File: src/hdl/rtt_pkg.sv
// Package: shared types, constants and functions of the retry timeout request tracker.
package rtt_pkg;
	localparam int SLOTS_DEF = 8;
	localparam int RESULT_CAP = 8;
	localparam logic [31:0] LFSR_TAPS = 32'h8020_0003;
	localparam logic [31:0] DIV10_MAGIC = 32'hCCCC_CCCD;

	localparam logic [3:0] SF_RESET = 4'd10;
	localparam logic [15:0] BASE_RESET = 16'd1000;
	localparam logic [2:0] MAXRET_RESET = 3'd3;
	localparam logic [31:0] SEED_RESET = 32'd1;

	typedef enum logic [1:0] {
		ACT_SEND   = 2'd0,
		ACT_ACK    = 2'd1,
		ACT_CANCEL = 2'd2,
		ACT_TICK   = 2'd3
	} action_t;

	typedef enum logic [2:0] {
		EV_XMIT    = 3'd0,
		EV_BUSY    = 3'd1,
		EV_FULL    = 3'd2,
		EV_RETX    = 3'd3,
		EV_ACKED   = 3'd4,
		EV_TIMEOUT = 3'd5,
		EV_CANCEL  = 3'd6
	} event_t;

	typedef enum logic [1:0] {
		REG_SF     = 2'd0,
		REG_BASE   = 2'd1,
		REG_MAXRET = 2'd2,
		REG_SEED   = 2'd3
	} reg_idx_t;

	// controller to datapath commands
	typedef struct packed {
		logic latch_in;     // capture input transaction
		logic scan_clr;     // reset scan index
		logic scan_inc;     // advance scan index
		logic send_claim;   // write new slot fields
		logic ack_write;    // mark matched slot answered
		logic cancel_free;  // free matched slot
		logic tick_dec;     // decrement current slot
		logic tick_hold;    // set countdown to one (cap reached)
		logic tick_done;    // free current slot (acked or timed out)
		logic tick_retx;    // decrement retries of current slot
		logic to_start;     // start timeout computation
		logic to_store;     // store computed timeout in slot
		logic emit;         // drive a result
		logic [2:0] emit_ev;
		logic emit_last;
		logic emit_cur;     // result from scanned slot, else from match/free
	} cmd_t;

	// datapath to controller status
	typedef struct packed {
		action_t act;
		logic scan_end;      // scan index at last slot
		logic cur_active;
		logic cur_expired;
		logic cur_answered;
		logic cur_retries_nz;
		logic match_found;
		logic match_seq;
		logic match_waits;
		logic free_found;
		logic to_done;
	} stat_t;

	function automatic logic [5:0] sf_factor(input logic [3:0] sf);
		logic [5:0] f;
		case (sf)
			4'd7:    f = 6'd10;
			4'd8:    f = 6'd14;
			4'd9:    f = 6'd20;
			4'd10:   f = 6'd30;
			4'd11:   f = 6'd44;
			4'd12:   f = 6'd60;
			default: f = 6'd30;
		endcase
		return f;
	endfunction

	// floor(x / 10) by reciprocal multiplication, exact for any 32-bit x
	function automatic logic [31:0] div10(input logic [31:0] x);
		logic [63:0] p;
		p = 64'(x) * 64'(DIV10_MAGIC);
		return {3'b000, p[63:35]};
	endfunction
endpackage

File: src/hdl/rtt_last.sv
// Result buffer: holds one tick result back to mark the final one.
module rtt_last import rtt_pkg::*; (
	input  logic        clk,
	input  logic        arst_n,
	input  logic        in_strobe,
	input  logic [2:0]  in_ev,
	input  logic [15:0] in_node,
	input  logic [4:0]  in_slot,
	input  logic [15:0] in_status,
	input  logic        in_last,
	input  logic        flush,
	output logic        strobe,
	output logic [2:0]  event_res,
	output logic [15:0] out_node,
	output logic [4:0]  out_slot,
	output logic [15:0] out_status,
	output logic        last
);
	logic        hv_q;
	logic [2:0]  hev_q;
	logic [15:0] hnode_q, hstat_q;
	logic [4:0]  hslot_q;

	always_ff @(posedge clk or negedge arst_n) begin
		if (!arst_n) begin
			hv_q <= 1'b0;
			strobe <= 1'b0;
			last <= 1'b0;
		end else begin
			if (in_strobe && in_last) begin
				strobe <= 1'b1;
				last <= 1'b1;
				hv_q <= 1'b0;
			end else if (in_strobe) begin
				strobe <= hv_q;
				last <= 1'b0;
				hv_q <= 1'b1;
			end else if (flush && hv_q) begin
				strobe <= 1'b1;
				last <= 1'b1;
				hv_q <= 1'b0;
			end else begin
				strobe <= 1'b0;
				last <= 1'b0;
			end
		end
	end

	always_ff @(posedge clk) begin
		if (in_strobe && in_last) begin
			event_res <= in_ev; out_node <= in_node; out_slot <= in_slot;
			out_status <= in_status;
		end else if (in_strobe) begin
			event_res <= hev_q; out_node <= hnode_q; out_slot <= hslot_q;
			out_status <= hstat_q;
			hev_q <= in_ev; hnode_q <= in_node; hslot_q <= in_slot; hstat_q <= in_status;
		end else if (flush) begin
			event_res <= hev_q; out_node <= hnode_q; out_slot <= hslot_q;
			out_status <= hstat_q;
		end
	end
endmodule

File: config.mk
export PLATFORM = sky130hd
export DESIGN_NAME = rtt_last
export DESIGN_NICKNAME = d
export VERILOG_FILES = /design/src/hdl/rtt_pkg.sv /design/src/hdl/rtt_last.sv
export SDC_FILE = /design/constraint.sdc
export NUM_CORES = 1
export LEC_CHECK = 0
export ABC_AREA = 1
export BUFFER_PORTS_ARGS = -buffer_cell sky130_fd_sc_hd__buf_2
export CAP_MARGIN = 10
export CORE_ASPECT_RATIO = 0.9
export CORE_MARGIN = 10
export CORE_UTILIZATION = 47
export DETAILED_ROUTE_END_ITERATION = 10
export HOLD_SLACK_MARGIN = 0.05
export PLACE_DENSITY_LB_ADDON = 0.3
export SYNTH_ARGS = -nofsm -noshare
export SYNTH_HDL_FRONTEND = slang
export SYNTH_SLANG_ARGS = --single-unit
File: constraint.sdc
create_clock -name clk -period 1.8 [get_ports clk]
set_clock_uncertainty 0.1 [all_clocks]
set_input_delay 0.18 -clock clk [delete_from_list [all_inputs] [get_ports clk]]
set_output_delay 0.18 -clock clk [all_outputs]
set_load 0.01 [all_outputs]
==> impl_metrics.env <==
export IMPL_outcome="complete, no violations"
export IMPL_ys_warn_count=0
export IMPL_vias=2160
export IMPL_clk_path_buf_depth=2
export IMPL_core_area_um2=6550
export IMPL_initial_core_util_pct=48.3
export IMPL_r2r_start="hstat_q[4]$_DFFE_PP_"
export IMPL_drc=0
export IMPL_track_usage_pct=14.1
export IMPL_ant_nets=0
export IMPL_irDropWorstVdd_mv=0.766
export IMPL_root_buffer="clkbuf_8"
export IMPL_design_area_um2=4210
export IMPL_drv_cap=0
export IMPL_ioPinCount=87
export IMPL_final_max_slew_viol_count=0
export IMPL_min_path_type="in -> async"
export IMPL_finalCritPeriodShare_pct=89.9
export IMPL_cts_tree="done"
export IMPL_grt_pass1_wl_um=11700
export IMPL_grt_util_met2_pct=25.1
export IMPL_power_mw=3.90
export IMPL_use_met1_pct=14.9
export IMPL_vias_per_cell=4.76
export IMPL_fin_nets=406
export IMPL_diodes=0
export IMPL_cts_setup_buffers=0
export IMPL_wire_per_inst_um=15.6
export IMPL_leakage_nw=1.83
export IMPL_grt_max_degree=43
export IMPL_fill_cells=497
export IMPL_globalplace_congestion=0.764
export IMPL_final_common_cell="buf_2"
export IMPL_cp_max_fo=42
export IMPL_setup_tns_ps=0
export IMPL_powerDensity_nw_per_um2=926
export IMPL_die_h_um=97.8
export IMPL_die_width_um=106
export IMPL_ys_seq_elements=83
export IMPL_tightest_slew_ps=510
export IMPL_port_buffers=86
export IMPL_first_pass_iters=4
export IMPL_yosys_area_top_type_share_pct=75.9
export IMPL_path_clk_slew_ps=70
export IMPL_netlist_area_um2=3160
export IMPL_startpoint_type="primary input"
export IMPL_synthCells=229
export IMPL_syn_area_per_cell_um2=13.8
export IMPL_endpoint_kind="register"
export IMPL_arrival_ps=1610
export IMPL_cts_buffers=9
export IMPL_gr_usage_met3_pct=6.24
export IMPL_r2r_slack_ps=940
export IMPL_yosysUniqueCellTypes=11
export IMPL_fp_dieArea_um2=10400
export IMPL_critical_path_class="in -> reg"
export IMPL_synth_nets=274
export IMPL_rsz0062_at_grt="no"
export IMPL_antenna_found_initial=0
export IMPL_synthTopCellsByArea="edfxtp_1 (76%), nand2_1 (10%), nand3_1 (6.3%), dfrtp_1 (2.4%), buf_6 (2.1%)"
export IMPL_timing_hold_ws_ps=61.3
export IMPL_fp_row_count=28
export IMPL_drive_gt1_share_pct=29.4
export IMPL_clock_sinks=83
export IMPL_fin_crit_ps=1620
export IMPL_max_slew_margin_pct=66.0
export IMPL_synth_area_leader_cell="edfxtp_1"
export IMPL_overflow=0
export IMPL_setup_viol=0
export IMPL_max_freq_mhz=618
export IMPL_utilization_pct=64.3
export IMPL_crit_required_ps=1800
export IMPL_r2r_end="out_status[4]$_DFFE_PP_"
export IMPL_r2r_cells=2
export IMPL_area_delta_synth_final_pct=33.1
export IMPL_ys_seq_area_share_pct=78.3
export IMPL_final_hold_violation_count=0
export IMPL_top_usage_layer="met2"
export IMPL_drtIter0Drc=97
export IMPL_wl_um=7080
export IMPL_most_common_layout_cells="buf_2 (86), nand2_1 (84), edfxtp_1 (80), dlygate4sd3_1 (43), nand3_1 (40)"
export IMPL_dpl_hpwl_um=4490
export IMPL_placed_cell_area_um2=3620
export IMPL_grt_pass1_vias=2343
export IMPL_clock_latency_ps=340
export IMPL_h_tree_depth=3
## registers in the layout, summed over array words and instances (netlist names)
| name | flops |
|---|---|
| last | 1 |
| hv_q | 1 |
| hnode_q | 16 |
| out_node | 16 |
| hstat_q | 16 |
| strobe | 1 |
| hev_q | 3 |
| out_status | 16 |
| hslot_q | 5 |
| event_res | 3 |
| out_slot | 5 |
## through the flow
step	worst slack, ps	cells
finish	181	454
global route	73.0	454
global placement	347	397
detailed placement	307	397
CTS	116	454
floorplan	16.2	229
## layer usage
metal / up-vias / routed length, µm
li1: 1063 / -
met1: 1023 / 2760
met2: 62 / 3710
met3: 12 / 516
met4: 0 / 81
met5: - / 0
## cells by family (layout without fill, tap and decap cells)
kind of cell	after synthesis	after routing	share of synthesized area, %
flip-flops	83	83	78.3
AO/OA/AOI/OAI	2	2	0.435
AND/OR/NAND/NOR	126	126	16.8
buffers and inverters	18	153	4.51
## synthesized netlist by cell type
library cell	count
a21oi_2	1
buf_4	8
buf_6	6
dfrtp_1	3
edfxtp_1	80
inv_1	4
nand2_1	84
nand2_4	1
nand3_1	40
nor2_1	1
o21ai_0	1
## worst max-delay path: stages
cell           delay, ps
dlygate4sd3_1        530
buf_2                140
buf_4                310
nand2_8              250
nand2_1              140
nand2_1               70
## final cells by class
type,count,area (µm²),area share (%)
Tap cell,90,113,2.67
Sequential cell,83,2480,58.8
Clock buffer,11,131,3.12
Timing Repair Buffer,135,906,21.5
Clock inverter,3,17.5,0.416
Inverter,4,15.0,0.356
Multi-Input combinational cell,128,553,13.1
## report_power, final
group | switching, mW | total (mW) | leakage (nW) | internal (mW)
logic | 0.263 | 0.472 | 0.931 | 0.209
registers | 0.0448 | 2.35 | 0.826 | 2.31
clock network | 0.597 | 1.08 | 0.0750 | 0.482
total | 0.905 | 3.90 | 1.83 | 3.00
## timing repair
action | 4_1_cts | 5_1_grt
gates resized for setup | 0 | 1
hold buffers | 43 | 0
hold endpoints to repair | 71 | 0
setup endpoints to repair | 0 | 27
## worst max path at each step
| stage | start | endpoint | slack (ps) | depth (start not counted) |
|---|---|---|---|---|
| 4_1_cts | in_strobe | out_status[8]$_DFFE_PP_ | 120 | 6 |
| 6_report | in_strobe | out_status[4]$_DFFE_PP_ | 180 | 6 |
| 3_5_place_dp | in_strobe | out_node[10]$_DFFE_PP_ | 310 | 5 |
| 2_1_floorplan | in_strobe | hev_q[0]$_DFFE_PP_ | 20 | 4 |
| 3_3_place_gp | in_strobe | out_node[2]$_DFFE_PP_ | 350 | 5 |
| 5_1_grt | in_strobe | out_slot[0]$_DFFE_PP_ | 70 | 6 |
Note: power is estimated with default switching activity, not from simulation.
