[src/hdl/rtt_pkg.sv]
// Package: shared types, constants and functions of the retry timeout request tracker.
package rtt_pkg;
	localparam int SLOTS_DEF = 8;
	localparam int RESULT_CAP = 8;
	localparam logic [31:0] LFSR_TAPS = 32'h8020_0003;
	localparam logic [31:0] DIV10_MAGIC = 32'hCCCC_CCCD;

	localparam logic [3:0] SF_RESET = 4'd10;
	localparam logic [15:0] BASE_RESET = 16'd1000;
	localparam logic [2:0] MAXRET_RESET = 3'd3;
	localparam logic [31:0] SEED_RESET = 32'd1;

	typedef enum logic [1:0] {
		ACT_SEND   = 2'd0,
		ACT_ACK    = 2'd1,
		ACT_CANCEL = 2'd2,
		ACT_TICK   = 2'd3
	} action_t;

	typedef enum logic [2:0] {
		EV_XMIT    = 3'd0,
		EV_BUSY    = 3'd1,
		EV_FULL    = 3'd2,
		EV_RETX    = 3'd3,
		EV_ACKED   = 3'd4,
		EV_TIMEOUT = 3'd5,
		EV_CANCEL  = 3'd6
	} event_t;

	typedef enum logic [1:0] {
		REG_SF     = 2'd0,
		REG_BASE   = 2'd1,
		REG_MAXRET = 2'd2,
		REG_SEED   = 2'd3
	} reg_idx_t;

	// controller to datapath commands
	typedef struct packed {
		logic latch_in;     // capture input transaction
		logic scan_clr;     // reset scan index
		logic scan_inc;     // advance scan index
		logic send_claim;   // write new slot fields
		logic ack_write;    // mark matched slot answered
		logic cancel_free;  // free matched slot
		logic tick_dec;     // decrement current slot
		logic tick_hold;    // set countdown to one (cap reached)
		logic tick_done;    // free current slot (acked or timed out)
		logic tick_retx;    // decrement retries of current slot
		logic to_start;     // start timeout computation
		logic to_store;     // store computed timeout in slot
		logic emit;         // drive a result
		logic [2:0] emit_ev;
		logic emit_last;
		logic emit_cur;     // result from scanned slot, else from match/free
	} cmd_t;

	// datapath to controller status
	typedef struct packed {
		action_t act;
		logic scan_end;      // scan index at last slot
		logic cur_active;
		logic cur_expired;
		logic cur_answered;
		logic cur_retries_nz;
		logic match_found;
		logic match_seq;
		logic match_waits;
		logic free_found;
		logic to_done;
	} stat_t;

	function automatic logic [5:0] sf_factor(input logic [3:0] sf);
		logic [5:0] f;
		case (sf)
			4'd7:    f = 6'd10;
			4'd8:    f = 6'd14;
			4'd9:    f = 6'd20;
			4'd10:   f = 6'd30;
			4'd11:   f = 6'd44;
			4'd12:   f = 6'd60;
			default: f = 6'd30;
		endcase
		return f;
	endfunction

	// floor(x / 10) by reciprocal multiplication, exact for any 32-bit x
	function automatic logic [31:0] div10(input logic [31:0] x);
		logic [63:0] p;
		p = 64'(x) * 64'(DIV10_MAGIC);
		return {3'b000, p[63:35]};
	endfunction
endpackage

[src/hdl/rtt_ctrl.sv]
// Controller: sequences send, ack, cancel and the tick scan over slots.
module rtt_ctrl import rtt_pkg::*; (
	input  logic  clk,
	input  logic  arst_n,
	input  logic  start,
	output logic  busy,
	input  stat_t stat,
	output cmd_t  cmd
);
	typedef enum logic [6:0] {
		S_IDLE  = 7'b0000001,
		S_DEC   = 7'b0000010,
		S_SEND  = 7'b0000100,
		S_SWAIT = 7'b0001000,
		S_SCAN  = 7'b0010000,
		S_TWAIT = 7'b0100000,
		S_NEXT  = 7'b1000000
	} state_t;

	state_t state_q, state_d;
	logic [3:0] n_q, n_d;
	logic [2:0] pev_q, pev_d;

	assign busy = (state_q != S_IDLE);

	always_ff @(posedge clk or negedge arst_n) begin
		if (!arst_n) begin
			state_q <= S_IDLE;
			n_q <= '0;
			pev_q <= EV_XMIT;
		end else begin
			state_q <= state_d;
			n_q <= n_d;
			pev_q <= pev_d;
		end
	end

	// Tick results leave without last; the result buffer marks the final one
	// once the scan is over.
	always_comb begin
		state_d = state_q;
		n_d = n_q;
		pev_d = pev_q;
		cmd = '0;
		case (state_q)
			S_IDLE: if (start) begin
				cmd.latch_in = 1'b1;
				cmd.scan_clr = 1'b1;
				state_d = S_DEC;
			end
			S_DEC: begin
				n_d = '0;
				case (stat.act)
					ACT_SEND: begin
						cmd.emit_cur = 1'b0;
						if (stat.match_found) begin
							cmd.emit = 1'b1; cmd.emit_ev = EV_BUSY; cmd.emit_last = 1'b1;
							state_d = S_IDLE;
						end else if (!stat.free_found) begin
							cmd.emit = 1'b1; cmd.emit_ev = EV_FULL; cmd.emit_last = 1'b1;
							state_d = S_IDLE;
						end else begin
							cmd.send_claim = 1'b1;
							state_d = S_SEND;
						end
					end
					ACT_ACK: begin
						if (stat.match_found && stat.match_seq) cmd.ack_write = 1'b1;
						state_d = S_IDLE;
					end
					ACT_CANCEL: begin
						if (stat.match_found) begin
							cmd.cancel_free = 1'b1;
							if (stat.match_waits) begin
								cmd.emit = 1'b1; cmd.emit_ev = EV_CANCEL; cmd.emit_last = 1'b1;
							end
						end
						state_d = S_IDLE;
					end
					default: state_d = S_SCAN;
				endcase
			end
			S_SEND: begin
				cmd.to_start = 1'b1;
				state_d = S_SWAIT;
			end
			S_SWAIT: if (stat.to_done) begin
				cmd.to_store = 1'b1;
				cmd.emit = 1'b1; cmd.emit_ev = EV_XMIT; cmd.emit_last = 1'b1;
				state_d = S_IDLE;
			end
			S_SCAN: begin
				if (stat.cur_active && stat.cur_expired && n_q != 4'(RESULT_CAP)) begin
					if (stat.cur_answered) begin
						pev_d = EV_ACKED;
						state_d = S_NEXT;
					end else if (stat.cur_retries_nz) begin
						cmd.tick_retx = 1'b1;
						pev_d = EV_RETX;
						state_d = S_NEXT;
					end else begin
						pev_d = EV_TIMEOUT;
						state_d = S_NEXT;
					end
				end else begin
					if (stat.cur_active && stat.cur_expired) cmd.tick_hold = 1'b1;
					else if (stat.cur_active) cmd.tick_dec = 1'b1;
					if (stat.scan_end) state_d = S_IDLE;
					else cmd.scan_inc = 1'b1;
				end
			end
			S_NEXT: begin
				if (pev_q == EV_RETX) begin
					cmd.to_start = 1'b1;
					state_d = S_TWAIT;
				end else begin
					cmd.tick_done = 1'b1;
					cmd.emit = 1'b1; cmd.emit_ev = pev_q; cmd.emit_cur = 1'b1;
					cmd.emit_last = 1'b0;
					n_d = n_q + 4'd1;
					if (stat.scan_end) state_d = S_IDLE;
					else begin cmd.scan_inc = 1'b1; state_d = S_SCAN; end
				end
			end
			S_TWAIT: if (stat.to_done) begin
				cmd.to_store = 1'b1;
				cmd.emit = 1'b1; cmd.emit_ev = EV_RETX; cmd.emit_cur = 1'b1;
				cmd.emit_last = 1'b0;
				n_d = n_q + 4'd1;
				if (stat.scan_end) state_d = S_IDLE;
				else begin cmd.scan_inc = 1'b1; state_d = S_SCAN; end
			end
			default: state_d = S_IDLE;
		endcase
	end
endmodule

[config.mk]
export PLATFORM = sky130hd
export DESIGN_NAME = rtt_ctrl
export DESIGN_NICKNAME = d
export VERILOG_FILES = /design/src/hdl/rtt_pkg.sv /design/src/hdl/rtt_ctrl.sv
export SDC_FILE = /design/constraint.sdc
export NUM_CORES = 1
export LEC_CHECK = 0
export ABC_AREA = 1
export BUFFER_PORTS_ARGS = -buffer_cell sky130_fd_sc_hd__buf_4
export CAP_MARGIN = 30
export CORE_MARGIN = 2
export CORE_UTILIZATION = 46
export DETAILED_ROUTE_END_ITERATION = 16
export GPL_ROUTABILITY_DRIVEN = 0
export PLACE_DENSITY = 0.76
export SYNTH_ARGS = -nofsm -noshare
export SYNTH_HDL_FRONTEND = slang
export SYNTH_SLANG_ARGS = --single-unit
[constraint.sdc]
create_clock -name clk -period 1.4 [get_ports clk]
set_clock_uncertainty 0.15 [all_clocks]
set_input_delay 0.21 -clock clk [delete_from_list [all_inputs] [get_ports clk]]
set_output_delay 0.21 -clock clk [all_outputs]
set_load 0.05 [all_outputs]
==> flow_summary.html, run 1 <==
<table>
<tr><th>Metric</th><th>Value</th></tr>
<tr><th colspan="2">Logic synthesis</th></tr>
<tr><td>Cell type with the highest aggregate area in the netlist</td><td>sky130_fd_sc_hd__dfrtp_1</td></tr>
<tr><td>Post-synth design cell area</td><td>1170 sq um</td></tr>
<tr><td>Predominant post-synthesis flop cell</td><td>sky130_fd_sc_hd__dfrtp_1</td></tr>
<tr><td>EDFF count, synth</td><td>0</td></tr>
<tr><td>Leading cell type by number of instances after synthesis</td><td>sky130_fd_sc_hd__nand2_1</td></tr>
<tr><td>Mapped Avg Cell Area</td><td>7.01 sq um</td></tr>
<tr><td>Yosys top cell area share</td><td>0.278</td></tr>
<tr><td>Largest cells by area after synthesis</td><td>sky130_fd_sc_hd__dfrtp_1, sky130_fd_sc_hd__nand2_1, sky130_fd_sc_hd__inv_1</td></tr>
<tr><td>Instance count of the mapped netlist</td><td>167</td></tr>
<tr><td>Seq/Total Area, Yosys</td><td>0.301</td></tr>
<tr><td>Unique masters post-synth</td><td>28</td></tr>
<tr><td>Flip-flop and latch count after synthesis</td><td>14</td></tr>
<tr><td>Yosys warnings</td><td>0</td></tr>
<tr><td>Synth top cells by count</td><td>sky130_fd_sc_hd__nand2_1, sky130_fd_sc_hd__inv_1, sky130_fd_sc_hd__nor2_1, sky130_fd_sc_hd__nand3_1, sky130_fd_sc_hd__dfrtp_1</td></tr>
<tr><td>Fraction of registers with async set/reset</td><td>1.00</td></tr>
<tr><td>Post-Synthesis Net Count</td><td>188</td></tr>
<tr><th colspan="2">Clocking</th></tr>
<tr><td>Clock tree root buffer cell</td><td>sky130_fd_sc_hd__clkbuf_4</td></tr>
<tr><td># clock sinks</td><td>14</td></tr>
<tr><td>Maximum buffer depth of the clock tree</td><td>2</td></tr>
<tr><td>Count of H-tree levels built during CTS</td><td>1</td></tr>
<tr><td>Total clock buffers created by CTS</td><td>3</td></tr>
<tr><th colspan="2">Run status</th></tr>
<tr><td>Error message</td><td>[ERROR DPL-0038] Utilization greater than 100%, impossible to legalize</td></tr>
<tr><td>Stage at which the run stopped</td><td>global routing</td></tr>
<tr><td>Result of the run</td><td>stopped before the end</td></tr>
<tr><th colspan="2">Floorplanning</th></tr>
<tr><td>Row count</td><td>18</td></tr>
<tr><td>Top-level I/O count</td><td>34</td></tr>
<tr><td>Width of the chip</td><td>54.4 um</td></tr>
<tr><td>Vertical extent of the die</td><td>54.4 um</td></tr>
<tr><td>Initial standard-cell utilization of the core</td><td>0.481</td></tr>
<tr><th colspan="2">Timing</th></tr>
<tr><td>WEP type</td><td>output port</td></tr>
<tr><td>Worst endpoint, post-GRT repair</td><td>cmd[2]</td></tr>
<tr><th colspan="2">Place</th></tr>
<tr><td>Detailed placer's ending HPWL</td><td>2720 um</td></tr>
<tr><td>IO Port Bufs</td><td>33</td></tr>
<tr><th colspan="2">Global routing</th></tr>
<tr><td>Largest net degree at the start of global routing</td><td>15</td></tr>
</table>
==> metrics by stage <==
stage	area (sq um)	setup slack (ns)	setup TNS, ns	instances	util
4_1_cts	2260	-0.614	-12.77	283	0.930
2_1_floorplan	1340	-0.641	-6.42	167	-
3_3_place_gp	1860	-0.293	-5.29	262	0.766
3_5_place_dp	1860	-0.337	-6.31	262	0.766
==> cells by family after synthesis <==
| group | Yosys count | synth area share |
|---|---|---|
| AO/OA/AOI/OAI | 11 | 0.0588 |
| XOR/XNOR | 1 | 0.00749 |
| adder cells (fa/ha/maj) | 6 | 0.0642 |
| buffers and inverters | 29 | 0.0963 |
| flip-flops | 14 | 0.301 |
| AND/OR/NAND/NOR | 106 | 0.473 |
==> repair_timing <==
action	in CTS
setup endpoints to repair	28
resized for setup	63
buffers inserted	16
cloned	0
hold buffers	2
hold endpoints to repair	15
pin swaps	18
==> inputs of run 2 (changes only) <==
- CORE_AREA: not set -> 2 2 63 65
- CORE_MARGIN: 2 -> not set
- CORE_UTILIZATION: 46 -> not set
- DIE_AREA: not set -> 0 0 65 67
- PLACE_DENSITY: 0.76 -> not set
- PLACE_DENSITY_LB_ADDON: not set -> 0.15
- clock period: 1.4 -> 1.8 ns (I/O delays scaled with it)
==> flow_summary.html, run 2 <==
<table>
<tr><th>Metric</th><th>Value</th></tr>
<tr><th colspan="2">Clocking</th></tr>
<tr><td>Maximum buffer depth of the clock tree</td><td>2</td></tr>
<tr><td>Total clock buffers created by CTS</td><td>3</td></tr>
<tr><td>Post-CTS clock slew at the launch and capture registers of the worst setup and hold paths</td><td>0.06 ns</td></tr>
<tr><td>Insertion delay to the later sink of the worst-skew pair</td><td>0.24 ns</td></tr>
<tr><td>Count of H-tree levels built during CTS</td><td>1</td></tr>
<tr><td>Clock tree from TritonCTS</td><td>yes</td></tr>
<tr><td>Clock tree root buffer cell</td><td>sky130_fd_sc_hd__clkbuf_8</td></tr>
<tr><td># clock sinks</td><td>14</td></tr>
<tr><th colspan="2">Pwr</th></tr>
<tr><td>Worst-case vdd ir drop</td><td>425 uV</td></tr>
<tr><td>Power, Total</td><td>1.52 mW</td></tr>
<tr><td>Total power per unit cell area</td><td>737 nW/um^2</td></tr>
<tr><td>Static power due to leakage</td><td>1.14 nW</td></tr>
<tr><th colspan="2">Timing</th></tr>
<tr><td>Final-report hold violation count</td><td>0</td></tr>
<tr><td>Endpoints failing setup</td><td>23</td></tr>
<tr><td>Transition time at the pin with the least slew margin</td><td>0.283 ns</td></tr>
<tr><td>Setup repair after global routing missed its margin</td><td>yes</td></tr>
<tr><td>Setup ws final</td><td>-0.218 ns</td></tr>
<tr><td>Final min period</td><td>2.02 ns</td></tr>
<tr><td>Maximum clock frequency</td><td>496 MHz</td></tr>
<tr><td>Tightest slew margin relative to the limit</td><td>0.810</td></tr>
<tr><td>Final period utilization</td><td>1.12</td></tr>
<tr><td>Final Slew Violations</td><td>0</td></tr>
<tr><th colspan="2">Setup path</th></tr>
<tr><td>Top fanout value on the critical path</td><td>3</td></tr>
<tr><td>Cell repeated most along the worst path</td><td>sky130_fd_sc_hd__nand2_2</td></tr>
<tr><td>Slowest cell on crit path</td><td>sky130_fd_sc_hd__dfrtp_1</td></tr>
<tr><td>Crit Path Class</td><td>reg2out</td></tr>
<tr><td>Cells traversed along the worst timing path</td><td>nor2_2 &gt; nand2_2 &gt; nor2_4 &gt; buf_6 &gt; nand2_2 &gt; o211ai_1 &gt; buf_4</td></tr>
<tr><td>Required time at the endpoint of the critical path</td><td>1.38 ns</td></tr>
<tr><td>Worst stage delay on the critical path</td><td>0.40 ns</td></tr>
<tr><td>Type of destination of the critical path</td><td>primary output</td></tr>
<tr><td>CP arrival</td><td>1.60 ns</td></tr>
<tr><td>Worst setup SP type</td><td>flop</td></tr>
<tr><th colspan="2">Global routing</th></tr>
<tr><td>Largest net degree at the start of global routing</td><td>15</td></tr>
<tr><td>Overall Global Routing Usage</td><td>0.167</td></tr>
<tr><td>Vias in the first global route</td><td>1289</td></tr>
<tr><td>First-pass GRT wire length</td><td>5530 um</td></tr>
<tr><td>Initial antenna violation count</td><td>0</td></tr>
<tr><td>Congestion Overflow GR</td><td>0</td></tr>
<tr><th colspan="2">Place</th></tr>
<tr><td>Detailed placer's ending HPWL</td><td>2510 um</td></tr>
<tr><td>Worst slack at placement</td><td>-0.00764 ns</td></tr>
<tr><td>IO Port Bufs</td><td>33</td></tr>
<tr><td>Placed cells</td><td>255</td></tr>
<tr><th colspan="2">Logic synthesis</th></tr>
<tr><td>Mapped Avg Cell Area</td><td>7.01 sq um</td></tr>
<tr><td>Cell type with the highest aggregate area in the netlist</td><td>sky130_fd_sc_hd__dfrtp_1</td></tr>
<tr><td>Unique masters post-synth</td><td>28</td></tr>
<tr><td>Largest cells by area after synthesis</td><td>sky130_fd_sc_hd__dfrtp_1, sky130_fd_sc_hd__nand2_1, sky130_fd_sc_hd__inv_1</td></tr>
<tr><td>Leading cell type by number of instances after synthesis</td><td>sky130_fd_sc_hd__nand2_1</td></tr>
<tr><td>Yosys warnings</td><td>0</td></tr>
<tr><td>Synth top cells by count</td><td>sky130_fd_sc_hd__nand2_1, sky130_fd_sc_hd__inv_1, sky130_fd_sc_hd__nor2_1, sky130_fd_sc_hd__nand3_1, sky130_fd_sc_hd__dfrtp_1</td></tr>
<tr><td>EDFF count, synth</td><td>0</td></tr>
<tr><td>Instance count of the mapped netlist</td><td>167</td></tr>
<tr><td>Flip-flop and latch count after synthesis</td><td>14</td></tr>
<tr><td>Yosys top cell area share</td><td>0.278</td></tr>
<tr><td>Fraction of registers with async set/reset</td><td>1.00</td></tr>
<tr><td>Seq/Total Area, Yosys</td><td>0.301</td></tr>
<tr><td>Post-Synthesis Net Count</td><td>188</td></tr>
<tr><td>Predominant post-synthesis flop cell</td><td>sky130_fd_sc_hd__dfrtp_1</td></tr>
<tr><td>Post-synth design cell area</td><td>1170 sq um</td></tr>
<tr><th colspan="2">Route</th></tr>
<tr><td>Post-DR wirelength/cell</td><td>12.2 um</td></tr>
<tr><td>Drt first pass iters</td><td>4</td></tr>
<tr><td>Remaining antenna violation count</td><td>0</td></tr>
<tr><td>Residual DRC</td><td>0</td></tr>
<tr><td>Via Count</td><td>1264</td></tr>
<tr><td>Routed wire length</td><td>3380 um</td></tr>
<tr><td>Iteration-0 DRC Markers</td><td>29</td></tr>
<tr><td>Number of vias per cell</td><td>4.55</td></tr>
<tr><th colspan="2">Floorplanning</th></tr>
<tr><td>Vertical extent of the die</td><td>67 um</td></tr>
<tr><td>Row count</td><td>22</td></tr>
<tr><td>Initial standard-cell utilization of the core</td><td>0.324</td></tr>
<tr><td>Top-level I/O count</td><td>34</td></tr>
<tr><td>Width of the chip</td><td>65 um</td></tr>
<tr><td>Placeable core region</td><td>3610 sq um</td></tr>
<tr><td>Die ar.</td><td>4360 sq um</td></tr>
<tr><th colspan="2">Finish</th></tr>
<tr><td>Largest register by flop count</td><td>state_q</td></tr>
<tr><td>Fraction of layout cells with a size suffix above 1</td><td>0.548</td></tr>
<tr><td>Fin util</td><td>0.572</td></tr>
<tr><td>Leading registers by flop count</td><td>state_q (7), n_q (4), pev_q (3)</td></tr>
<tr><td>Most frequent cells in the layout</td><td>sky130_fd_sc_hd__nand2_1, sky130_fd_sc_hd__buf_4, sky130_fd_sc_hd__inv_1</td></tr>
<tr><td>Layout overhead on the synthesized area</td><td>76.3%</td></tr>
<tr><td>Count of placed standard cells in the final layout, fillers left out</td><td>278</td></tr>
<tr><td>Nets</td><td>252</td></tr>
<tr><td>Antenna fix cells</td><td>0</td></tr>
<tr><td>Number of flip-flops in the largest register</td><td>7</td></tr>
<tr><th colspan="2">Run status</th></tr>
<tr><td>Failing checks</td><td>negative setup slack</td></tr>
<tr><td>Result of the run</td><td>complete, but fails checks</td></tr>
<tr><th colspan="2">Hold path</th></tr>
<tr><td>Min-delay worst type</td><td>in2reg</td></tr>
<tr><th colspan="2">Job</th></tr>
<tr><td>Max-Cap Viols</td><td>0</td></tr>
</table>
[run 2: critical path: cells and delay by family (launching register included)]
family,cells,cell delay (ns)
and+or+nand+nor,4,0.49
DFF,1,0.40
buffers and inverters,2,0.37
AOI/OAI and AO/OA,1,0.10
[run 2: cell families (layout without fill, tap and decap cells)]
kind of cell | count (synthesis) | after routing | share of synthesized area
flops | 14 | 14 | 0.301
simple gates | 106 | 106 | 0.473
buf+inv | 29 | 92 | 0.0963
xor+xnor | 1 | 1 | 0.00749
fa+ha+maj | 6 | 6 | 0.0642
compound gates | 11 | 11 | 0.0588
[run 2: layer usage]
layer / vias up / track usage / share of wire
met5: - / 0 / 0
met4: 0 / 0.0426 / 0.0080
met3: 2 / 0.0321 / 0.038
met2: 28 / 0.311 / 0.53
met1: 592 / 0.195 / 0.42
li1: 642 / - / -
[run 2: final timing paths]
kind	slack, ns	cells past startpoint	startpoint	endpoint
max	-0.22	7	state_q[5]	cmd[3]
min	0.11	2	stat[6]	pev_q[0]
max reg2reg	-0.04	11	state_q[0]	n_q[2]
min reg2reg	0.39	2	pev_q[2]	pev_q[2]
max in group asynchronous	0.99	2	arst_n	state_q[0]
min in group asynchronous	0.27	2	arst_n	pev_q[2]
[run 2: final cells by class]
cell class | count | area, sq um
clock buffers | 4 | 55.1
flip-flops and latches | 14 | 353
multi-input cells | 124 | 915
inverters | 28 | 110
repair buffers | 60 | 569
fillers | 334 | 1540
well taps | 48 | 60.1
[run 2: what timing repair did]
item	CTS	global route
endpoints found under the hold margin	14	0
resized for setup	53	17
buffers inserted	13	6
endpoints found under the setup margin	19	25
pin swaps	22	9
hold buffers	1	0
[run 2: stage by stage]
step	setup TNS, ns	cell area (sq um)	hold WS, ns
2_1_floorplan	-1.11	1250	-0.176
3_3_place_gp	0	1610	-0.0114
3_5_place_dp	-0.00953	1610	-0.0121
4_1_cts	-2.51	1960	0.111
5_1_grt	-4.26	2060	0.117
6_report	-2.46	2060	0.114
[run 2: where the power goes]
part           total (mW)  switching (mW)  internal [mW]
combinational       0.804           0.496          0.308
clock               0.303           0.109          0.193
sequential          0.412          0.0451          0.367
total                1.52           0.650          0.869
Power figures use the tool's default switching activity.
==> inputs of run 3 (changes only) <==
- clock period: 1.8 -> 2.1 ns (I/O delays scaled with it)
==> flow_summary.html, run 3 (synthesis results as in run 2) <==
<table>
<tr><th>Metric</th><th>Value</th></tr>
<tr><th colspan="2">Run status</th></tr>
<tr><td>Result of the run</td><td>complete, but fails checks</td></tr>
<tr><td>Failing checks</td><td>negative setup slack</td></tr>
<tr><th colspan="2">Global routing</th></tr>
<tr><td>Initial antenna violation count</td><td>0</td></tr>
<tr><td>Congestion Overflow GR</td><td>0</td></tr>
<tr><td>Vias in the first global route</td><td>1150</td></tr>
<tr><td>Overall Global Routing Usage</td><td>0.152</td></tr>
<tr><td>Largest net degree at the start of global routing</td><td>15</td></tr>
<tr><td>First-pass GRT wire length</td><td>5010 um</td></tr>
<tr><th colspan="2">Setup path</th></tr>
<tr><td>Slowest cell on crit path</td><td>sky130_fd_sc_hd__dfrtp_1</td></tr>
<tr><td>Worst setup path startpoint</td><td>n_q[0]</td></tr>
<tr><td>Buffering stage count on the worst path with inverters included</td><td>2</td></tr>
<tr><td>Worst r2r src</td><td>state_q[0]</td></tr>
<tr><td>Crit Path Class</td><td>reg2out</td></tr>
<tr><td>Worst stage delay on the critical path</td><td>0.34 ns</td></tr>
<tr><td>CP arrival</td><td>1.64 ns</td></tr>
<tr><td>Cells traversed along the worst timing path</td><td>inv_1 &gt; ha_1 &gt; nand3_2 &gt; and2b_2 &gt; nand2_4 &gt; nor3b_4 &gt; buf_6</td></tr>
<tr><td>Reg2reg end</td><td>n_q[3]</td></tr>
<tr><td>Worst setup SP type</td><td>flop</td></tr>
<tr><td>Internal reg-to-reg setup slack</td><td>0.43 ns</td></tr>
<tr><td>Path depth of the worst reg2reg path</td><td>9</td></tr>
<tr><td>Required time at the endpoint of the critical path</td><td>1.63 ns</td></tr>
<tr><td>Crit. path cell count</td><td>7</td></tr>
<tr><td>CP delay by family, top</td><td>simple AND/OR/NAND/NOR gates</td></tr>
<tr><td>Type of destination of the critical path</td><td>primary output</td></tr>
<tr><td>Last element of the critical path</td><td>cmd[8]</td></tr>
<tr><td>Top fanout value on the critical path</td><td>5</td></tr>
<tr><th colspan="2">Finish</th></tr>
<tr><td>Largest register by flop count</td><td>state_q</td></tr>
<tr><td>Count of placed standard cells in the final layout, fillers left out</td><td>262</td></tr>
<tr><td>Number of flip-flops in the largest register</td><td>7</td></tr>
<tr><td>Most frequent cells in the layout</td><td>sky130_fd_sc_hd__nand2_1, sky130_fd_sc_hd__buf_4, sky130_fd_sc_hd__inv_1</td></tr>
<tr><td>Antenna fix cells</td><td>0</td></tr>
<tr><td>Layout fillers</td><td>361</td></tr>
<tr><td>Leading registers by flop count</td><td>state_q (7), n_q (4), pev_q (3)</td></tr>
<tr><td>Layout overhead on the synthesized area</td><td>48.1%</td></tr>
<tr><td>Fraction of layout cells with a size suffix above 1</td><td>0.421</td></tr>
<tr><td>Most common cell after layout, fill and taps aside</td><td>sky130_fd_sc_hd__nand2_1</td></tr>
<tr><td>Nets</td><td>236</td></tr>
<tr><th colspan="2">Hold path</th></tr>
<tr><td>Min-delay worst type</td><td>in2reg</td></tr>
<tr><th colspan="2">Floorplanning</th></tr>
<tr><td>Row count</td><td>22</td></tr>
<tr><td>Top-level I/O count</td><td>34</td></tr>
<tr><td>Width of the chip</td><td>65 um</td></tr>
<tr><td>Die ar.</td><td>4360 sq um</td></tr>
<tr><td>Initial standard-cell utilization of the core</td><td>0.324</td></tr>
<tr><td>Vertical extent of the die</td><td>67 um</td></tr>
<tr><td>Placeable core region</td><td>3610 sq um</td></tr>
<tr><th colspan="2">Timing</th></tr>
<tr><td>Final Slew Violations</td><td>0</td></tr>
<tr><td>Maximum clock frequency</td><td>474 MHz</td></tr>
<tr><td>Hold slack final</td><td>0.140 ns</td></tr>
<tr><td>Endpoints failing setup</td><td>2</td></tr>
<tr><td>Setup repair after global routing missed its margin</td><td>yes</td></tr>
<tr><td>Tightest slew margin relative to the limit</td><td>0.831</td></tr>
<tr><td>Final-report hold violation count</td><td>0</td></tr>
<tr><td>Setup ws final</td><td>-0.00803 ns</td></tr>
<tr><td>Final period utilization</td><td>1.00</td></tr>
<tr><td>Final min period</td><td>2.11 ns</td></tr>
<tr><td>Transition time at the pin with the least slew margin</td><td>0.253 ns</td></tr>
<tr><th colspan="2">Clocking</th></tr>
<tr><td># clock sinks</td><td>14</td></tr>
<tr><td>Clock tree from TritonCTS</td><td>yes</td></tr>
<tr><td>Post-CTS clock slew at the launch and capture registers of the worst setup and hold paths</td><td>0.06 ns</td></tr>
<tr><td>Clock tree root buffer cell</td><td>sky130_fd_sc_hd__clkbuf_8</td></tr>
<tr><td>Total clock buffers created by CTS</td><td>3</td></tr>
<tr><td>Maximum buffer depth of the clock tree</td><td>2</td></tr>
<tr><td>Count of H-tree levels built during CTS</td><td>1</td></tr>
<tr><td>Insertion delay to the later sink of the worst-skew pair</td><td>0.24 ns</td></tr>
<tr><th colspan="2">Place</th></tr>
<tr><td>IO Port Bufs</td><td>33</td></tr>
<tr><td>Detailed placer's ending HPWL</td><td>2310 um</td></tr>
<tr><td>Placed cells</td><td>248</td></tr>
<tr><th colspan="2">Route</th></tr>
<tr><td>Routed wire length</td><td>2930 um</td></tr>
<tr><td>Remaining antenna violation count</td><td>0</td></tr>
<tr><td>Iteration-0 DRC Markers</td><td>42</td></tr>
<tr><td>Drt first pass iters</td><td>4</td></tr>
<tr><td>Post-DR wirelength/cell</td><td>11.2 um</td></tr>
<tr><td>Via Count</td><td>1148</td></tr>
<tr><td>Number of vias per cell</td><td>4.38</td></tr>
<tr><td>Residual DRC</td><td>0</td></tr>
<tr><th colspan="2">Pwr</th></tr>
<tr><td>Worst-case vdd ir drop</td><td>279 uV</td></tr>
<tr><td>Static power due to leakage</td><td>0.977 nW</td></tr>
<tr><td>Total power per unit cell area</td><td>696 nW/um^2</td></tr>
<tr><th colspan="2">Job</th></tr>
<tr><td>Max-Cap Viols</td><td>0</td></tr>
</table>
==> run 3: changes by cell type in the layout (fill, tap and decap cells not counted), moves of 2 or more <==
cell	delta
sky130_fd_sc_hd__buf_8	-6
sky130_fd_sc_hd__nand2_4	-6
sky130_fd_sc_hd__buf_4	-2
sky130_fd_sc_hd__nand3_2	-2
sky130_fd_sc_hd__inv_1	+3
sky130_fd_sc_hd__inv_2	-2
sky130_fd_sc_hd__nor2_4	-4
sky130_fd_sc_hd__nor2_1	+5
sky130_fd_sc_hd__buf_6	-8
sky130_fd_sc_hd__nand3_1	+3
sky130_fd_sc_hd__nand2_1	+7
==> run 3: worst min path at each step <==
stage / from / to / slack (ns) / depth (start not counted)
2_1_floorplan: arst_n / n_q[0] / -0.13 / 0
6_report: stat[6] / pev_q[0] / 0.14 / 2
4_1_cts: stat[6] / pev_q[0] / 0.13 / 2
3_5_place_dp: arst_n / state_q[2] / 0.04 / 1
3_3_place_gp: arst_n / state_q[2] / 0.03 / 1
5_1_grt: stat[6] / pev_q[0] / 0.14 / 2
==> run 3: repair_timing <==
action | 4_1_cts | 5_1_grt
endpoints found under the setup margin | 9 | 14
gates cloned | 0 | 0
hold endpoints to repair | 14 | 0
buffers inserted | 6 | 3
pin swaps | 5 | 12
hold buffers | 1 | 0
resized for setup | 10 | 20
==> run 3: cell type report <==
class	count	area (sq um)	share of cell area
clock buffers	4	55.1	0.0318
multi-input cells	124	787	0.454
inverters	28	105	0.0607
well taps	48	60.1	0.0347
flip-flops and latches	14	352	0.203
repair buffers	44	374	0.216
==> run 3: power breakdown <==
| group | internal (mW) | switching [mW] |
|---|---|---|
| sequential | 0.313 | 0.0288 |
| combinational | 0.211 | 0.389 |
| clock | 0.166 | 0.0977 |
| total | 0.691 | 0.516 |
==> run 3: layer usage <==
metal / up-vias / track usage / wire (um)
met4: 0 / 0.0665 / 22
met1: 517 / 0.184 / 1400
met3: 2 / 0.0236 / 84
li1: 611 / - / -
met2: 18 / 0.264 / 1430
met5: - / 0 / 0
==> run 3: stage by stage <==
step | cell area (sq um) | util | TNS [ns] | total power [mW] | setup slack [ns]
after floorplan | 1180 | - | -0.460 | 0.727 | -0.286
after global placement | 1490 | 0.413 | 0 | 0.854 | 0.197
after detailed placement | 1490 | 0.413 | 0 | 0.862 | 0.123
after CTS | 1640 | 0.455 | -0.0284 | 1.15 | -0.0180
after global routing | 1730 | 0.481 | -0.519 | 1.29 | -0.0993
final | 1730 | 0.481 | -0.0149 | 1.21 | -0.00803
==> run 3: worst reg2reg max path, stage by stage (launching register included) <==
cell	delay (ns)
sky130_fd_sc_hd__dfstp_2	0.55
sky130_fd_sc_hd__nor2_4	0.05
sky130_fd_sc_hd__nand2_4	0.16
sky130_fd_sc_hd__nor2_8	0.06
sky130_fd_sc_hd__buf_4	0.14
sky130_fd_sc_hd__nor2_2	0.18
sky130_fd_sc_hd__nand2_2	0.10
sky130_fd_sc_hd__nand2_4	0.10
sky130_fd_sc_hd__nand2_1	0.06
sky130_fd_sc_hd__o21ai_1	0.07
==> inputs of run 4 (changes only) <==
- GPL_TIMING_DRIVEN: not set -> 0
==> flow_summary.html, run 4 (synthesis results as in run 2) <==
<table>
<tr><th>Metric</th><th>Value</th></tr>
<tr><th colspan="2">Pwr</th></tr>
<tr><td>Power, Total</td><td>1.20 mW</td></tr>
<tr><td>Relative contribution of sequential cells to total power</td><td>0.286</td></tr>
<tr><td>Reported net switching power</td><td>523 uW</td></tr>
<tr><td>Logic gate share of total power</td><td>0.484</td></tr>
<tr><td>Worst-case vdd ir drop</td><td>362 uV</td></tr>
<tr><td>Total power per unit cell area</td><td>682 nW/um^2</td></tr>
<tr><td>Clock network power share</td><td>0.230</td></tr>
<tr><td>Static power due to leakage</td><td>0.988 nW</td></tr>
<tr><td>Internal power summed over all cells</td><td>680 uW</td></tr>
<tr><td>Fraction of power spent switching nets</td><td>0.435</td></tr>
<tr><th colspan="2">Finish</th></tr>
<tr><td>Leading registers by flop count</td><td>state_q (7), n_q (4), pev_q (3)</td></tr>
<tr><td>Fin area</td><td>1770 sq um</td></tr>
<tr><td>Most frequent cells in the layout</td><td>sky130_fd_sc_hd__nand2_1, sky130_fd_sc_hd__buf_4, sky130_fd_sc_hd__inv_1</td></tr>
<tr><td>Antenna fix cells</td><td>0</td></tr>
<tr><td>Layout fillers</td><td>361</td></tr>
<tr><td>Nets</td><td>241</td></tr>
<tr><td>Number of flip-flops in the largest register</td><td>7</td></tr>
<tr><td>Fraction of layout cells with a size suffix above 1</td><td>0.447</td></tr>
<tr><td>Count of placed standard cells in the final layout, fillers left out</td><td>267</td></tr>
<tr><td>Largest register by flop count</td><td>state_q</td></tr>
<tr><td>Layout overhead on the synthesized area</td><td>50.9%</td></tr>
<tr><th colspan="2">Global routing</th></tr>
<tr><td>GR Util met2</td><td>0.268</td></tr>
<tr><td>First-pass GRT wire length</td><td>5060 um</td></tr>
<tr><td>Initial antenna violation count</td><td>0</td></tr>
<tr><td>Largest net degree at the start of global routing</td><td>15</td></tr>
<tr><td>Grt peak-use layer</td><td>met2</td></tr>
<tr><td>Met1 Usage GRT</td><td>0.186</td></tr>
<tr><td>Overall Global Routing Usage</td><td>0.153</td></tr>
<tr><td>Vias in the first global route</td><td>1160</td></tr>
<tr><td>Congestion Overflow GR</td><td>0</td></tr>
<tr><td>GRT met3 Usage</td><td>0.0186</td></tr>
<tr><th colspan="2">Route</th></tr>
<tr><td>Post-DR wirelength/cell</td><td>11.4 um</td></tr>
<tr><td>Iteration-0 DRC Markers</td><td>22</td></tr>
<tr><td>Routed wire length</td><td>3040 um</td></tr>
<tr><td>Drt first pass iters</td><td>4</td></tr>
<tr><td>Via Count</td><td>1198</td></tr>
<tr><td>Number of vias per cell</td><td>4.49</td></tr>
<tr><td>Remaining antenna violation count</td><td>0</td></tr>
<tr><td>Residual DRC</td><td>0</td></tr>
<tr><th colspan="2">Job</th></tr>
<tr><td>Max-Cap Viols</td><td>0</td></tr>
<tr><th colspan="2">Setup path</th></tr>
<tr><td>Buffering stage count on the worst path with inverters included</td><td>2</td></tr>
<tr><td>Worst setup SP type</td><td>flop</td></tr>
<tr><td>CP delay by family, top</td><td>simple AND/OR/NAND/NOR gates</td></tr>
<tr><td>Required time at the endpoint of the critical path</td><td>1.63 ns</td></tr>
<tr><td>Type of destination of the critical path</td><td>primary output</td></tr>
<tr><td>CP arrival</td><td>1.61 ns</td></tr>
<tr><td>Cell repeated most along the worst path</td><td>sky130_fd_sc_hd__nand2_4</td></tr>
<tr><td>Cells traversed along the worst timing path</td><td>nor2_4 &gt; nand2_4 &gt; nor2_8 &gt; nand2_4 &gt; inv_2 &gt; nand2_2 &gt; o211ai_1 &gt; buf_4</td></tr>
<tr><td>Top fanout value on the critical path</td><td>6</td></tr>
<tr><td>Slowest cell on crit path</td><td>sky130_fd_sc_hd__dfrtp_1</td></tr>
<tr><td>Path depth of the worst reg2reg path</td><td>11</td></tr>
<tr><td>Crit Path Class</td><td>reg2out</td></tr>
<tr><td>Crit. path cell count</td><td>8</td></tr>
<tr><td>Worst stage delay on the critical path</td><td>0.41 ns</td></tr>
<tr><th colspan="2">Clocking</th></tr>
<tr><td>Insertion delay to the later sink of the worst-skew pair</td><td>0.25 ns</td></tr>
<tr><td>Post-CTS clock slew at the launch and capture registers of the worst setup and hold paths</td><td>0.07 ns</td></tr>
<tr><td>Total clock buffers created by CTS</td><td>3</td></tr>
<tr><td># clock sinks</td><td>14</td></tr>
<tr><td>Clock tree from TritonCTS</td><td>yes</td></tr>
<tr><td>Count of H-tree levels built during CTS</td><td>1</td></tr>
<tr><td>Maximum buffer depth of the clock tree</td><td>2</td></tr>
<tr><td>Clock tree root buffer cell</td><td>sky130_fd_sc_hd__clkbuf_8</td></tr>
<tr><th colspan="2">Place</th></tr>
<tr><td>Worst slack at placement</td><td>0.0719 ns</td></tr>
<tr><td>Detailed placer's ending HPWL</td><td>2310 um</td></tr>
<tr><td>Total cell area at the placement stage</td><td>1490 sq um</td></tr>
<tr><td>IO Port Bufs</td><td>33</td></tr>
<tr><td>Placed cells</td><td>248</td></tr>
<tr><th colspan="2">Timing</th></tr>
<tr><td>Maximum clock frequency</td><td>482 MHz</td></tr>
<tr><td>Final Slew Violations</td><td>0</td></tr>
<tr><td>Setup ws final</td><td>0.0232 ns</td></tr>
<tr><td>Setup repair after global routing missed its margin</td><td>yes</td></tr>
<tr><td>Final-report hold violation count</td><td>0</td></tr>
<tr><td>Final period utilization</td><td>0.989</td></tr>
<tr><td>Endpoints failing setup</td><td>0</td></tr>
<tr><td>Transition time at the pin with the least slew margin</td><td>0.214 ns</td></tr>
<tr><td>Tightest slew margin relative to the limit</td><td>0.857</td></tr>
<tr><td>Final min period</td><td>2.08 ns</td></tr>
<tr><th colspan="2">Run status</th></tr>
<tr><td>Result of the run</td><td>finished clean</td></tr>
<tr><th colspan="2">Hold path</th></tr>
<tr><td>Hold depth</td><td>2</td></tr>
<tr><td>Min-delay worst type</td><td>in2reg</td></tr>
<tr><th colspan="2">Floorplanning</th></tr>
<tr><td>Width of the chip</td><td>65 um</td></tr>
<tr><td>Initial standard-cell utilization of the core</td><td>0.324</td></tr>
<tr><td>Die ar.</td><td>4360 sq um</td></tr>
<tr><td>Vertical extent of the die</td><td>67 um</td></tr>
<tr><td>Row count</td><td>22</td></tr>
<tr><td>Placeable core region</td><td>3610 sq um</td></tr>
<tr><td>Top-level I/O count</td><td>34</td></tr>
</table>
-- run 4: power groups by stage --
stage | logic, mW | registers, mW | clock network, mW
after global placement | 0.502 | 0.350 | 0
after floorplan | 0.382 | 0.345 | 0
final | 0.582 | 0.345 | 0.276
after CTS | 0.553 | 0.342 | 0.280
after detailed placement | 0.508 | 0.350 | 0
after global routing | 0.633 | 0.351 | 0.290
-- run 4: worst paths after layout --
path	endpoint	slack (ns)	from
worst min-delay path	pev_q[0]	0.14	stat[6]
worst max register to register	state_q[0]	0.31	state_q[0]
min in group asynchronous	pev_q[2]	0.29	arst_n
max in group asynchronous	state_q[0]	1.27	arst_n
worst min register to register	pev_q[2]	0.39	pev_q[2]
worst max-delay path	cmd[2]	0.02	state_q[3]
-- run 4: per-layer routing --
| layer | routed length, um | share of wire |
|---|---|---|
| met3 | 112 | 0.037 |
| met4 | 38 | 0.012 |
| met1 | 1380 | 0.45 |
| met2 | 1520 | 0.50 |
| met5 | 0 | 0 |
-- run 4: through the flow --
stage | hold slack [ns] | utilization | setup TNS (ns)
2_1_floorplan | -0.131 | - | -0.460
3_3_place_gp | 0.0326 | 0.413 | 0
3_5_place_dp | 0.0330 | 0.413 | 0
4_1_cts | 0.133 | 0.470 | 0
5_1_grt | 0.135 | 0.490 | -0.252
6_report | 0.139 | 0.490 | 0
-- run 4: final cells by class --
class                      count  area (sq um)  share of cell area
buffer                         1          7.51             0.00425
clock buffer                   4          55.1              0.0312
inverter                      28           105              0.0595
multi-input combinational    124           793               0.449
sequential                    14           352               0.199
tap                           48          60.1              0.0340
timing repair buffer          48           393               0.223
-- run 4: what timing repair did --
| item | in CTS | in global routing |
|---|---|---|
| resized for setup | 18 | 12 |
| endpoints found under the setup margin | 7 | 11 |
| hold buffers | 1 | 0 |
| pin swaps | 4 | 8 |
| hold endpoints to repair | 14 | 0 |
| setup buffers | 9 | 5 |
